[config.mk]
export PLATFORM = sky130hd
export DESIGN_NAME = fuzzy_word_match_grader_core
export DESIGN_NICKNAME = d
export VERILOG_FILES = /design/src/hdl/fwmg_pkg.sv /design/src/hdl/fuzzy_word_match_grader_core.sv
export SDC_FILE = /design/constraint.sdc
export NUM_CORES = 1
export LEC_CHECK = 0
export BUFFER_PORTS_ARGS = -buffer_cell sky130_fd_sc_hd__buf_2
export CORE_ASPECT_RATIO = 0.75
export CORE_MARGIN = 3
export CORE_UTILIZATION = 38
export CTS_CLUSTER_SIZE = 20
export DETAILED_ROUTE_END_ITERATION = 8
export GPL_TIMING_DRIVEN = 0
export SYNTH_ARGS = -nofsm -noshare
export SYNTH_HDL_FRONTEND = slang
export SYNTH_SLANG_ARGS = --single-unit
[constraint.sdc]
create_clock -name aclk -period 14.4 [get_ports aclk]
set_input_delay 0.72 -clock aclk [delete_from_list [all_inputs] [get_ports aclk]]
set_output_delay 0.72 -clock aclk [all_outputs]
set_load 0.02 [all_outputs]
[src/hdl/fwmg_pkg.sv]
// ----------------------------------------------------------------------------
// fwmg_pkg
// Shared types and constants for the fuzzy word match grader.
// ----------------------------------------------------------------------------
package fwmg_pkg;

    typedef logic [7:0] char_t;
    typedef logic [1:0] cell_t;
    typedef logic [1:0] grade_t;
    typedef logic [1:0] cfg_index_t;

    // configuration register indexes
    localparam cfg_index_t CFG_QUERY_LOW  = 2'd0;
    localparam cfg_index_t CFG_QUERY_MID  = 2'd1;
    localparam cfg_index_t CFG_QUERY_HIGH = 2'd2;
    localparam cfg_index_t CFG_QUERY_LEN  = 2'd3;

    localparam int CFG_DATA_W    = 64;
    localparam int QUERY_HIGH_W  = 56;
    localparam int QUERY_LEN_W   = 5;
    localparam int QUERY_CHARS   = 23;
    localparam int QUERY_FLAT_W  = 2 * CFG_DATA_W + QUERY_HIGH_W;

    localparam logic [QUERY_LEN_W-1:0] QUERY_LEN_RESET = 5'd1;

    // grades
    localparam grade_t GRADE_NONE  = 2'd0;
    localparam grade_t GRADE_NEAR  = 2'd1;
    localparam grade_t GRADE_EXACT = 2'd2;

    // grading thresholds
    localparam logic [QUERY_LEN_W-1:0] PREFIX_MIN_LEN  = 5'd4;
    localparam logic [QUERY_LEN_W-1:0] TYPO_MIN_LEN    = 5'd5;
    localparam logic [QUERY_LEN_W-1:0] LONG_QUERY_LEN  = 5'd8;
    localparam cell_t                  MAXD_SHORT      = 2'd1;
    localparam cell_t                  MAXD_LONG       = 2'd2;

    // distance cells saturate here
    localparam cell_t CELL_MAX = 2'd3;
    localparam int    LOOKBACK = 3;

endpackage

[src/hdl/fuzzy_word_match_grader_core.sv]
// ----------------------------------------------------------------------------
// fuzzy_word_match_grader_core
// Streams candidate words against a configured query and grades each word.
// ----------------------------------------------------------------------------
// Usage:
//   The query word (up to 23 bytes) and its length are loaded through the
//   cfg_we / cfg_index / cfg_wdata write port while no word is in flight.
//   Candidate characters arrive on the s_ channel, one request per
//   character, s_end_of_word on the last one. Each character updates one
//   row of a saturating edit-distance table held in flip-flops; all cells
//   of the row update together, using a three-cell lookback
//   instead of the left-to-right chain.
//   A word's last character produces one request on the m_ channel carrying
//   m_match_grade; other characters produce none.
//   Throughput: one character per cycle, except while a last character stalls.
//   A last character's grade is registered once the output register is free.
//   The input register keeps accepting while a grade waits on m_ready; only
//   a second last character stalls behind an untaken grade.
//   Reset (aresetn low, synchronous) clears the query to length 1, the row
//   to its initial values and both channels to empty.
// ----------------------------------------------------------------------------
module fuzzy_word_match_grader_core #(
    parameter int WORD_BUFFER = 24
) (
    input  logic                                   aclk,
    input  logic                                   aresetn,

    input  logic                                   cfg_we,
    input  fwmg_pkg::cfg_index_t                   cfg_index,
    input  logic [fwmg_pkg::CFG_DATA_W-1:0]        cfg_wdata,

    input  logic                                   s_valid,
    output logic                                   s_ready,
    input  fwmg_pkg::char_t                        s_char_code,
    input  logic                                   s_end_of_word,

    output logic                                   m_valid,
    input  logic                                   m_ready,
    output fwmg_pkg::grade_t                       m_match_grade
);

    localparam int CW       = $clog2(WORD_BUFFER);
    localparam int LAST_POS = WORD_BUFFER - 1;
    localparam int LW       = fwmg_pkg::QUERY_LEN_W;

    // configuration
    logic [fwmg_pkg::CFG_DATA_W-1:0]   q_low_reg;
    logic [fwmg_pkg::CFG_DATA_W-1:0]   q_mid_reg;
    logic [fwmg_pkg::QUERY_HIGH_W-1:0] q_high_reg;
    logic [LW-1:0]                     q_len_reg;
    logic [fwmg_pkg::QUERY_FLAT_W-1:0] q_flat;
    fwmg_pkg::char_t                   qchar [WORD_BUFFER];

    // input register
    logic            in_valid_reg;
    fwmg_pkg::char_t in_char_reg;
    logic            in_last_reg;

    // word state
    fwmg_pkg::cell_t row_reg  [WORD_BUFFER];
    fwmg_pkg::cell_t row_next [WORD_BUFFER];
    fwmg_pkg::cell_t row_upd  [WORD_BUFFER];
    fwmg_pkg::cell_t row_eval [WORD_BUFFER];
    logic [2:0]      t_cell   [WORD_BUFFER];
    logic [CW-1:0]   len_reg, len_next, len_eval;
    logic            prefix_reg, prefix_next, prefix_eval;

    // output register
    logic             m_valid_reg, m_valid_next;
    fwmg_pkg::grade_t grade_reg, grade_next;

    logic             out_free, commit, in_range;
    logic [LW-1:0]    lq_eff, lc_ext;
    logic [CW-1:0]    lq_idx;
    fwmg_pkg::cell_t  lq_cell, maxd;

    assign q_flat = {q_high_reg, q_mid_reg, q_low_reg};

    for (genvar p = 0; p < WORD_BUFFER; p++) begin : g_qchar
        if (p < fwmg_pkg::QUERY_CHARS) begin : g_reg
            assign qchar[p] = q_flat[8*p +: 8];
        end else begin : g_zero
            assign qchar[p] = '0;
        end
    end

    assign out_free = !m_valid_reg || m_ready;
    assign commit   = in_valid_reg && (!in_last_reg || out_free);
    assign s_ready  = !in_valid_reg || commit;
    assign m_valid  = m_valid_reg;
    assign m_match_grade = grade_reg;

    assign in_range = len_reg < CW'(LAST_POS);
    assign lq_eff   = (q_len_reg > LW'(LAST_POS)) ? LW'(LAST_POS) : q_len_reg;
    assign lq_idx   = lq_eff[CW-1:0];

    // row update: t = min(up+1, diag+cost), then a bounded left lookback
    always_comb begin
        logic [2:0] best;
        logic [2:0] cand;
        t_cell[0] = (len_reg >= CW'(2)) ? 3'd3 : 3'(len_reg) + 3'd1;
        for (int j = 1; j < WORD_BUFFER; j++) begin
            best = {1'b0, row_reg[j]} + 3'd1;
            cand = {1'b0, row_reg[j-1]} + {2'b00, (qchar[j-1] != in_char_reg)};
            t_cell[j] = (cand < best) ? cand : best;
        end
        for (int j = 0; j < WORD_BUFFER; j++) begin
            best = t_cell[j];
            for (int k = 1; k <= fwmg_pkg::LOOKBACK; k++) begin
                if (k <= j) begin
                    cand = t_cell[j-k] + 3'(k);
                    if (cand < best) begin
                        best = cand;
                    end
                end
            end
            row_upd[j] = (best > 3'(fwmg_pkg::CELL_MAX)) ? fwmg_pkg::CELL_MAX : best[1:0];
        end
    end

    always_comb begin
        for (int j = 0; j < WORD_BUFFER; j++) begin
            row_eval[j] = in_range ? row_upd[j] : row_reg[j];
        end
    end

    assign len_eval    = in_range ? len_reg + CW'(1) : len_reg;
    assign prefix_eval = prefix_reg &&
                         !(in_range && (LW'(len_reg) < lq_eff) && (qchar[len_reg] != in_char_reg));
    assign lc_ext      = LW'(len_eval);
    assign lq_cell     = row_eval[lq_idx];
    assign maxd        = (lq_eff >= fwmg_pkg::LONG_QUERY_LEN) ? fwmg_pkg::MAXD_LONG
                                                              : fwmg_pkg::MAXD_SHORT;

    always_comb begin
        if (lq_eff == lc_ext && prefix_eval) begin
            grade_next = fwmg_pkg::GRADE_EXACT;
        end else if (lq_eff >= fwmg_pkg::PREFIX_MIN_LEN && lc_ext >= fwmg_pkg::PREFIX_MIN_LEN
                     && prefix_eval) begin
            grade_next = fwmg_pkg::GRADE_NEAR;
        end else if (lq_eff >= fwmg_pkg::TYPO_MIN_LEN && lc_ext >= fwmg_pkg::TYPO_MIN_LEN
                     && lq_cell <= maxd) begin
            grade_next = fwmg_pkg::GRADE_NEAR;
        end else begin
            grade_next = fwmg_pkg::GRADE_NONE;
        end
    end

    always_comb begin
        for (int j = 0; j < WORD_BUFFER; j++) begin
            row_next[j] = row_reg[j];
        end
        len_next    = len_reg;
        prefix_next = prefix_reg;
        if (commit) begin
            if (in_last_reg) begin
                for (int j = 0; j < WORD_BUFFER; j++) begin
                    row_next[j] = (j < 3) ? 2'(j) : fwmg_pkg::CELL_MAX;
                end
                len_next    = '0;
                prefix_next = 1'b1;
            end else begin
                for (int j = 0; j < WORD_BUFFER; j++) begin
                    row_next[j] = row_eval[j];
                end
                len_next    = len_eval;
                prefix_next = prefix_eval;
            end
        end
    end

    always_comb begin
        m_valid_next = m_valid_reg;
        if (commit && in_last_reg) begin
            m_valid_next = 1'b1;
        end else if (m_ready) begin
            m_valid_next = 1'b0;
        end
    end

    always_ff @(posedge aclk) begin
        if (!aresetn) begin
            q_low_reg    <= '0;
            q_mid_reg    <= '0;
            q_high_reg   <= '0;
            q_len_reg    <= fwmg_pkg::QUERY_LEN_RESET;
            in_valid_reg <= 1'b0;
            m_valid_reg  <= 1'b0;
            len_reg      <= '0;
            prefix_reg   <= 1'b1;
            for (int j = 0; j < WORD_BUFFER; j++) begin
                row_reg[j] <= (j < 3) ? 2'(j) : fwmg_pkg::CELL_MAX;
            end
        end else begin
            if (cfg_we) begin
                case (cfg_index)
                    fwmg_pkg::CFG_QUERY_LOW:  q_low_reg  <= cfg_wdata;
                    fwmg_pkg::CFG_QUERY_MID:  q_mid_reg  <= cfg_wdata;
                    fwmg_pkg::CFG_QUERY_HIGH: q_high_reg <= cfg_wdata[fwmg_pkg::QUERY_HIGH_W-1:0];
                    fwmg_pkg::CFG_QUERY_LEN:  q_len_reg  <= cfg_wdata[LW-1:0];
                    default: ;
                endcase
            end
            if (s_ready) begin
                in_valid_reg <= s_valid;
            end
            m_valid_reg <= m_valid_next;
            len_reg     <= len_next;
            prefix_reg  <= prefix_next;
            for (int j = 0; j < WORD_BUFFER; j++) begin
                row_reg[j] <= row_next[j];
            end
        end
    end

    // payload registers
    always_ff @(posedge aclk) begin
        if (s_valid && s_ready) begin
            in_char_reg <= s_char_code;
            in_last_reg <= s_end_of_word;
        end
        if (commit && in_last_reg) begin
            grade_reg <= grade_next;
        end
    end

    a_len_bounded: assert property (@(posedge aclk) disable iff (!aresetn)
        len_reg <= CW'(LAST_POS))
        else $error("candidate length past buffer");

    a_row0_tracks_len: assert property (@(posedge aclk) disable iff (!aresetn)
        (len_reg >= CW'(3)) ? (row_reg[0] == fwmg_pkg::CELL_MAX)
                            : (row_reg[0] == 2'(len_reg)))
        else $error("first row cell out of step with length");

    a_word_cleared: assert property (@(posedge aclk) disable iff (!aresetn)
        commit && in_last_reg |=> len_reg == '0 && prefix_reg)
        else $error("word state not cleared after grade");

    a_grade_code: assert property (@(posedge aclk) disable iff (!aresetn)
        m_valid_reg |-> grade_reg != 2'd3)
        else $error("illegal grade code");

    a_no_overrun: assert property (@(posedge aclk) disable iff (!aresetn)
        m_valid_reg && !m_ready |=> !(commit && in_last_reg) || $past(commit) == 1'b0
                                    || m_ready || !m_valid_reg)
        else $error("grade overwritten while stalled");

endmodule
Word-level counts from Yosys, hierarchy flattened

Memory sizes are Yosys's and may differ from the RTL's.
Index checks and enable logic that the tools add are counted.

Flip-flop bits (word level): 208
Bits in writable memories: 48
Bits of input ports: 80
Output and inout port bits: 4
Logic and storage cells: 510
Memories: 1

Add/sub/neg operators: 114
$lt $le $gt $ge: 125
Equality and inequality tests: 28
Multiplexer cells: 181
Bitwise logic cells: 26
Reduce and logical (&&, ||, !) cells: 24

Memory list:

| name    | depth | bits a word | rd ports | clocked after Yosys merged registers in | wr ports | line                               | source |
|---|---|---|---|---|---|---|---|
| row_reg | 24    | 2           | 24       | 0                                       | 24       | fuzzy_word_match_grader_core.sv:60 | `fwmg_pkg::cell_t row_reg [WORD_BUFFER];` |

Operators by type and width:

| operator              | number |
|---|---|
| $mux W3               | 90 |
| $lt A3 B3 Y1          | 89 |
| $ne A8 B8 Y1          | 24 |
| $mux W2               | 75 |
| $add A3 B2 Y3 const B | 43 |
| $mux W48              | 2 |
| $add A3 B1 Y3 const B | 24 |
| $gt A3 B2 Y1 const B  | 24 |
| $add A2 B1 Y3         | 23 |
| $add A2 B1 Y3 const B | 23 |
| $bmux W8 S5           | 1 |
| $or A1 B1 Y1          | 24 |
| $ge A5 B3 Y1 const B  | 4 |
| $mux W8               | 2 |
| $mux W5               | 3 |
| $ge A6 B6 Y1 const B  | 2 |
| $not A5 Y6            | 2 |
| $logic_and A1 B1 Y1   | 11 |
| $bmux W2 S5           | 1 |
| $reduce_and A2 Y1     | 4 |
| $mux W1               | 7 |
| $add A5 B1 Y5 const B | 1 |
| $eq A5 B5 Y1          | 1 |
| $ge A5 B2 Y1 const B  | 1 |
| 11 further kinds      | 17 |

Logic depth before layout (Yosys ltp)

Word-level depth: 21
Depth in mapped cells: 39
Depth with buffers taken out: 37

Worst setup path after synthesis

No wires, ideal clock.

Path kind: register to register
Start: reg in_char_reg[7]
End: reg grade_reg[0], in the netlist m_match_grade[0] (data pin)
Setup time: 180 ps
Arrival time: 7377 ps
Required time: 14220 ps
Path slack: 6843 ps
Stages on the path, launching flop included: 35
Path buffers: 2
Cells stage by stage: edfxtp_1 -> clkbuf_1 -> clkbuf_1 -> xor2_1 -> nor4_1 -> nand2_1 -> ha_1 -> ha_1 -> ha_1 -> a21oi_1 -> a21oi_1 -> a31oi_1 -> inv_1 -> ha_1 -> xor2_1 -> ha_1 -> inv_1 -> a21o_1 -> or3_4 -> a21oi_1 -> or2_1 -> ha_1 -> o21ai_0 -> nand2b_1 -> and2_1 -> a41o_1 -> a41o_1 -> a31o_1 -> o41a_1 -> a311oi_2 -> ha_1 -> a21oi_1 -> a21oi_1 -> a2111o_1 -> a221oi_1

Cells in the longest elaborated chain, start to end: 21
Elaborated cells on any way between the ends: 369
Those cells by class: add/sub: 86; order compare: 113; eq/ne: 24; mux: 140; reduce/logical: 6

RTL lines:

| item                                       | line                                | source |
|---|---|---|
| start: declaration                         | fuzzy_word_match_grader_core.sv:56  | `fwmg_pkg::char_t in_char_reg;` |
| start signal: assignment                   | fuzzy_word_match_grader_core.sv:219 | `in_char_reg <= s_char_code;` |
| $ne A8 B8 Y1                               | fuzzy_word_match_grader_core.sv:104 | `cand = {1'b0, row_reg[j-1]} + {2'b00, (qchar[j-1] != in_char_reg)};` |
| $add A2 B1 Y3                              | fuzzy_word_match_grader_core.sv:104 |  |
| $lt A3 B3 Y1                               | fuzzy_word_match_grader_core.sv:105 | `t_cell[j] = (cand < best) ? cand : best;` |
| $mux W3                                    | fuzzy_word_match_grader_core.sv:105 |  |
| $add A3 B1 Y3                              | fuzzy_word_match_grader_core.sv:111 | `cand = t_cell[j-k] + 3'(k);` |
| $lt A3 B3 Y1                               | fuzzy_word_match_grader_core.sv:112 | `if (cand < best) begin` |
| $mux W3                                    | fuzzy_word_match_grader_core.sv:112 |  |
| $lt A3 B3 Y1                               | fuzzy_word_match_grader_core.sv:112 |  |
| [4 not listed]                             | n/a                                 |  |
| $mux W2                                    | fuzzy_word_match_grader_core.sv:117 | `row_upd[j] = (best > 3'(fwmg_pkg::CELL_MAX)) ? fwmg_pkg::CELL_MAX : best[1:0];` |
| $mux W2                                    | fuzzy_word_match_grader_core.sv:123 | `row_eval[j] = in_range ? row_upd[j] : row_reg[j];` |
| $bmux W2 S5                                | fuzzy_word_match_grader_core.sv:131 | `assign lq_cell = row_eval[lq_idx];` |
| $mux W2 (not written as such) (2 in a row) | fuzzy_word_match_grader_core.sv:131 |  |
| $le A2 B2 Y1                               | fuzzy_word_match_grader_core.sv:142 | `&& lq_cell <= maxd) begin` |
| $logic_and A1 B1 Y1                        | fuzzy_word_match_grader_core.sv:142 |  |
| $mux W1                                    | fuzzy_word_match_grader_core.sv:141 | `end else if (lq_eff >= fwmg_pkg::TYPO_MIN_LEN && lc_ext >= fwmg_pkg::TYPO_MIN_LEN` |
| $mux W1                                    | fuzzy_word_match_grader_core.sv:138 | `end else if (lq_eff >= fwmg_pkg::PREFIX_MIN_LEN && lc_ext >= fwmg_pkg::PREFIX_MIN_LEN` |
| end signal: assignment                     | fuzzy_word_match_grader_core.sv:223 | `grade_reg <= grade_next;` |
| end: declaration                           | fuzzy_word_match_grader_core.sv:70  | `fwmg_pkg::grade_t grade_reg, grade_next;` |

Parallel ways exist; a longest one is shown, timed or not. The select of a mux whose other input is x is not followed.
A chain may end at the register's enable or synchronous reset.

Worst setup path in the final report

Same ends and word-level chain as after synthesis.

==> flow_summary.toml <==
[status]
outcome = "completed"

[worst_setup_path]
worstSetupStartpointType = "flop"
cp_common_cell = "ha_1"
worstPathArrival_ns = 10.79
crit_required_ns = 14.66
rr_startpoint = "in_char_reg[7]"
critPathTopFamily = "compound AO/OA/AOI/OAI gates"
endpoint_kind = "flop"
crit_type = "reg2reg"
path_max_fanout = 10
crit_start = "in_char_reg[7]"
critPathBufInv = 4
cp_slowest_cell = "clkbuf_1"
critPathMaxStageDelay_ns = 0.93

[sta]
fin_skew_ns = 0.0272
rsz0062_at_grt = "no"
relSlewSlack_pct = 4.87
fin_crit_ns = 10.53
hold_viol = 0
worst_slew_pin_slew_ns = 1.42
slew_viol_final = 0
setup_viol = 0
fin_setup_tns_ns = 0
fin_crit_sh_pct = 73.1
fmax_ghz = 0.0950

[clocking]
worst_setup_hold_path_clk_slew_ns = 0.07
cts_max_path_buffers = 3
cts_setup_buffers = 0
postCtsHoldBufs = 0
cts.sinks = 256
cts_max_level = 1
cts_tree = "yes"
clock-root-buffer = "clkbuf_16"
cts_made_buffers = 27
post_cts_resized = 0
clock_latency_ns = 0.58

[synth]
ys_async_sr_fraction_pct = 0
synthFlopType = "dfxtp_1"
yosysWarnings = 0
synth-edff-count = 11
ys_seq_elements = 256
synth_nets = 3568
synth_area_mm2 = 0.0251
yosysSeqAreaShare_pct = 20.8
synth_cells = 3143
synth.avg_cell_area_um2 = 7.99
synth_cell_types = 95

[layout]
diodes = 0
area_growth_pct = 9.58
fin_nets = 3679
drive_above_1_share_pct = 7.24

[placed_design]
dp_hpwl_um = 71300
gp_congestion = 0.991
io_buffers = 82

[global_route]
track_usage_pct = 24.7
antenna_found_initial = 2
gr-total-overflow = 0
grt_pass1_vias = 21411
grt_pass1_wl_um = 133000
grt_max_degree = 15

[die]
die_height_um = 229
rows = 80
die_area_mm2 = 0.0692
io_pins = 84
initial_core_util_pct = 39.0
core_region_area_mm2 = 0.0645
chipWidth_um = 303

[route]
post-route-drc-count = 0
via_per_inst = 5.78
wire_per_inst_um = 21.3
wl_um = 88200
num_vias = 23900
drtIter0Drc = 2674
drt_first_pass_iters = 6
postRouteAntennaNets = 0

[run]
cap_violations = 0

[min_path]
hp-class = "in2reg"
holdCritStartpoint = "s_char_code[1]"
==> per-stage QoR <==
| stage | std cells | worst slack [ns] | utilization (%) | hold WS (ns) | instance area, µm² |
|---|---|---|---|---|---|
| after floorplan | 3143 | 6.84 | - | 0.436 | 25100 |
| after global placement | 4086 | 4.16 | 41.3 | 0.447 | 26600 |
| after detailed placement | 4086 | 4.27 | 41.3 | 0.453 | 26600 |
| after CTS | 4136 | 4.23 | 42.7 | 0.310 | 27500 |
| after global routing | 4136 | 3.63 | 42.7 | 0.318 | 27500 |
| final | 4136 | 3.87 | 42.7 | 0.314 | 27500 |
==> area by class of cell <==
cell class | instances | area, µm²
Timing Repair Buffer | 82 | 410
Clock inverter | 17 | 199
Multi-Input combinational cell | 2498 | 18400
Tap cell | 861 | 1080
Sequential cell | 256 | 5240
Buffer | 144 | 553
Inverter | 245 | 922
Clock buffer | 33 | 718
Fill cell | 6599 | 36900
==> placed cells by master (no fill, tap or decap), drive strengths merged, types with 43 or more instances in the layout <==
cell	instances
a21boi	204
a21oi	134
buf	116
clkbuf	143
dfxtp	245
ha	345
inv	246
mux2i	50
mux4	46
nand2	549
nor2	125
nor4	54
o211ai	86
o21ai	94
xnor2	43
xor2	221
==> cells by family (layout without fill, tap and decap cells) <==
kind of cell,Yosys count,in the layout,share of synthesized area [%]
multiplexers,104,104,6.48
AO/OA/AOI/OAI,837,837,23.7
buffers and inverters,389,521,5.88
flip-flops,256,256,20.8
XOR/XNOR,264,264,9.21
adder cells (fa/ha/maj),345,345,17.2
AND/OR/NAND/NOR,948,948,16.7
==> worst reg2reg max path, delay by kind of cell (launching register included) <==
| kind | cells | cell delay, ns |
|---|---|---|
| flip-flops | 1 | 0.33 |
| XOR/XNOR | 2 | 0.37 |
| AO/OA/AOI/OAI | 15 | 4.31 |
| adder cells (fa/ha/maj) | 7 | 1.86 |
| AND/OR/NAND/NOR | 6 | 1.59 |
| buffers and inverters | 4 | 1.77 |
==> final timing paths <==
kind                      endpoint  slack, ns  depth (start not counted)
setup / recovery  m_match_grade[0]       3.87                         34
hold / removal      in_char_reg[1]       0.31                          1
setup reg to reg  m_match_grade[0]       3.87                         34
hold reg to reg         prefix_reg       0.48                          1
==> synth_stat cells (38+ instances only) <==
cell / n / area, µm²
dfxtp_1: 245 / 4900
ha_1: 345 / 4320
a21boi_0: 196 / 1470
nor3_1: 38 / 190
mux2i_1: 50 / 500
nor2_1: 125 / 469
mux4_2: 46 / 1040
nand2_1: 549 / 2060
xnor2_1: 43 / 377
inv_1: 225 / 845
o211ai_1: 86 / 646
xor2_1: 221 / 1940
nor4_1: 54 / 338
clkbuf_1: 110 / 413
o21ai_0: 76 / 380
a21oi_1: 133 / 666
==> layer usage <==
layer  part of all wire (%)  vias up  GRT usage [%]
met5                  0.015        -              0
met4                    1.4        2           3.45
met3                     12       81           6.12
met2                     37     1082           32.3
met1                     50    11332           40.3
li1                       -    11403              -
Power is left out: the tool's default activity adds up to more than one toggle a clock period on the data nets, which glitch-free logic cannot reach.
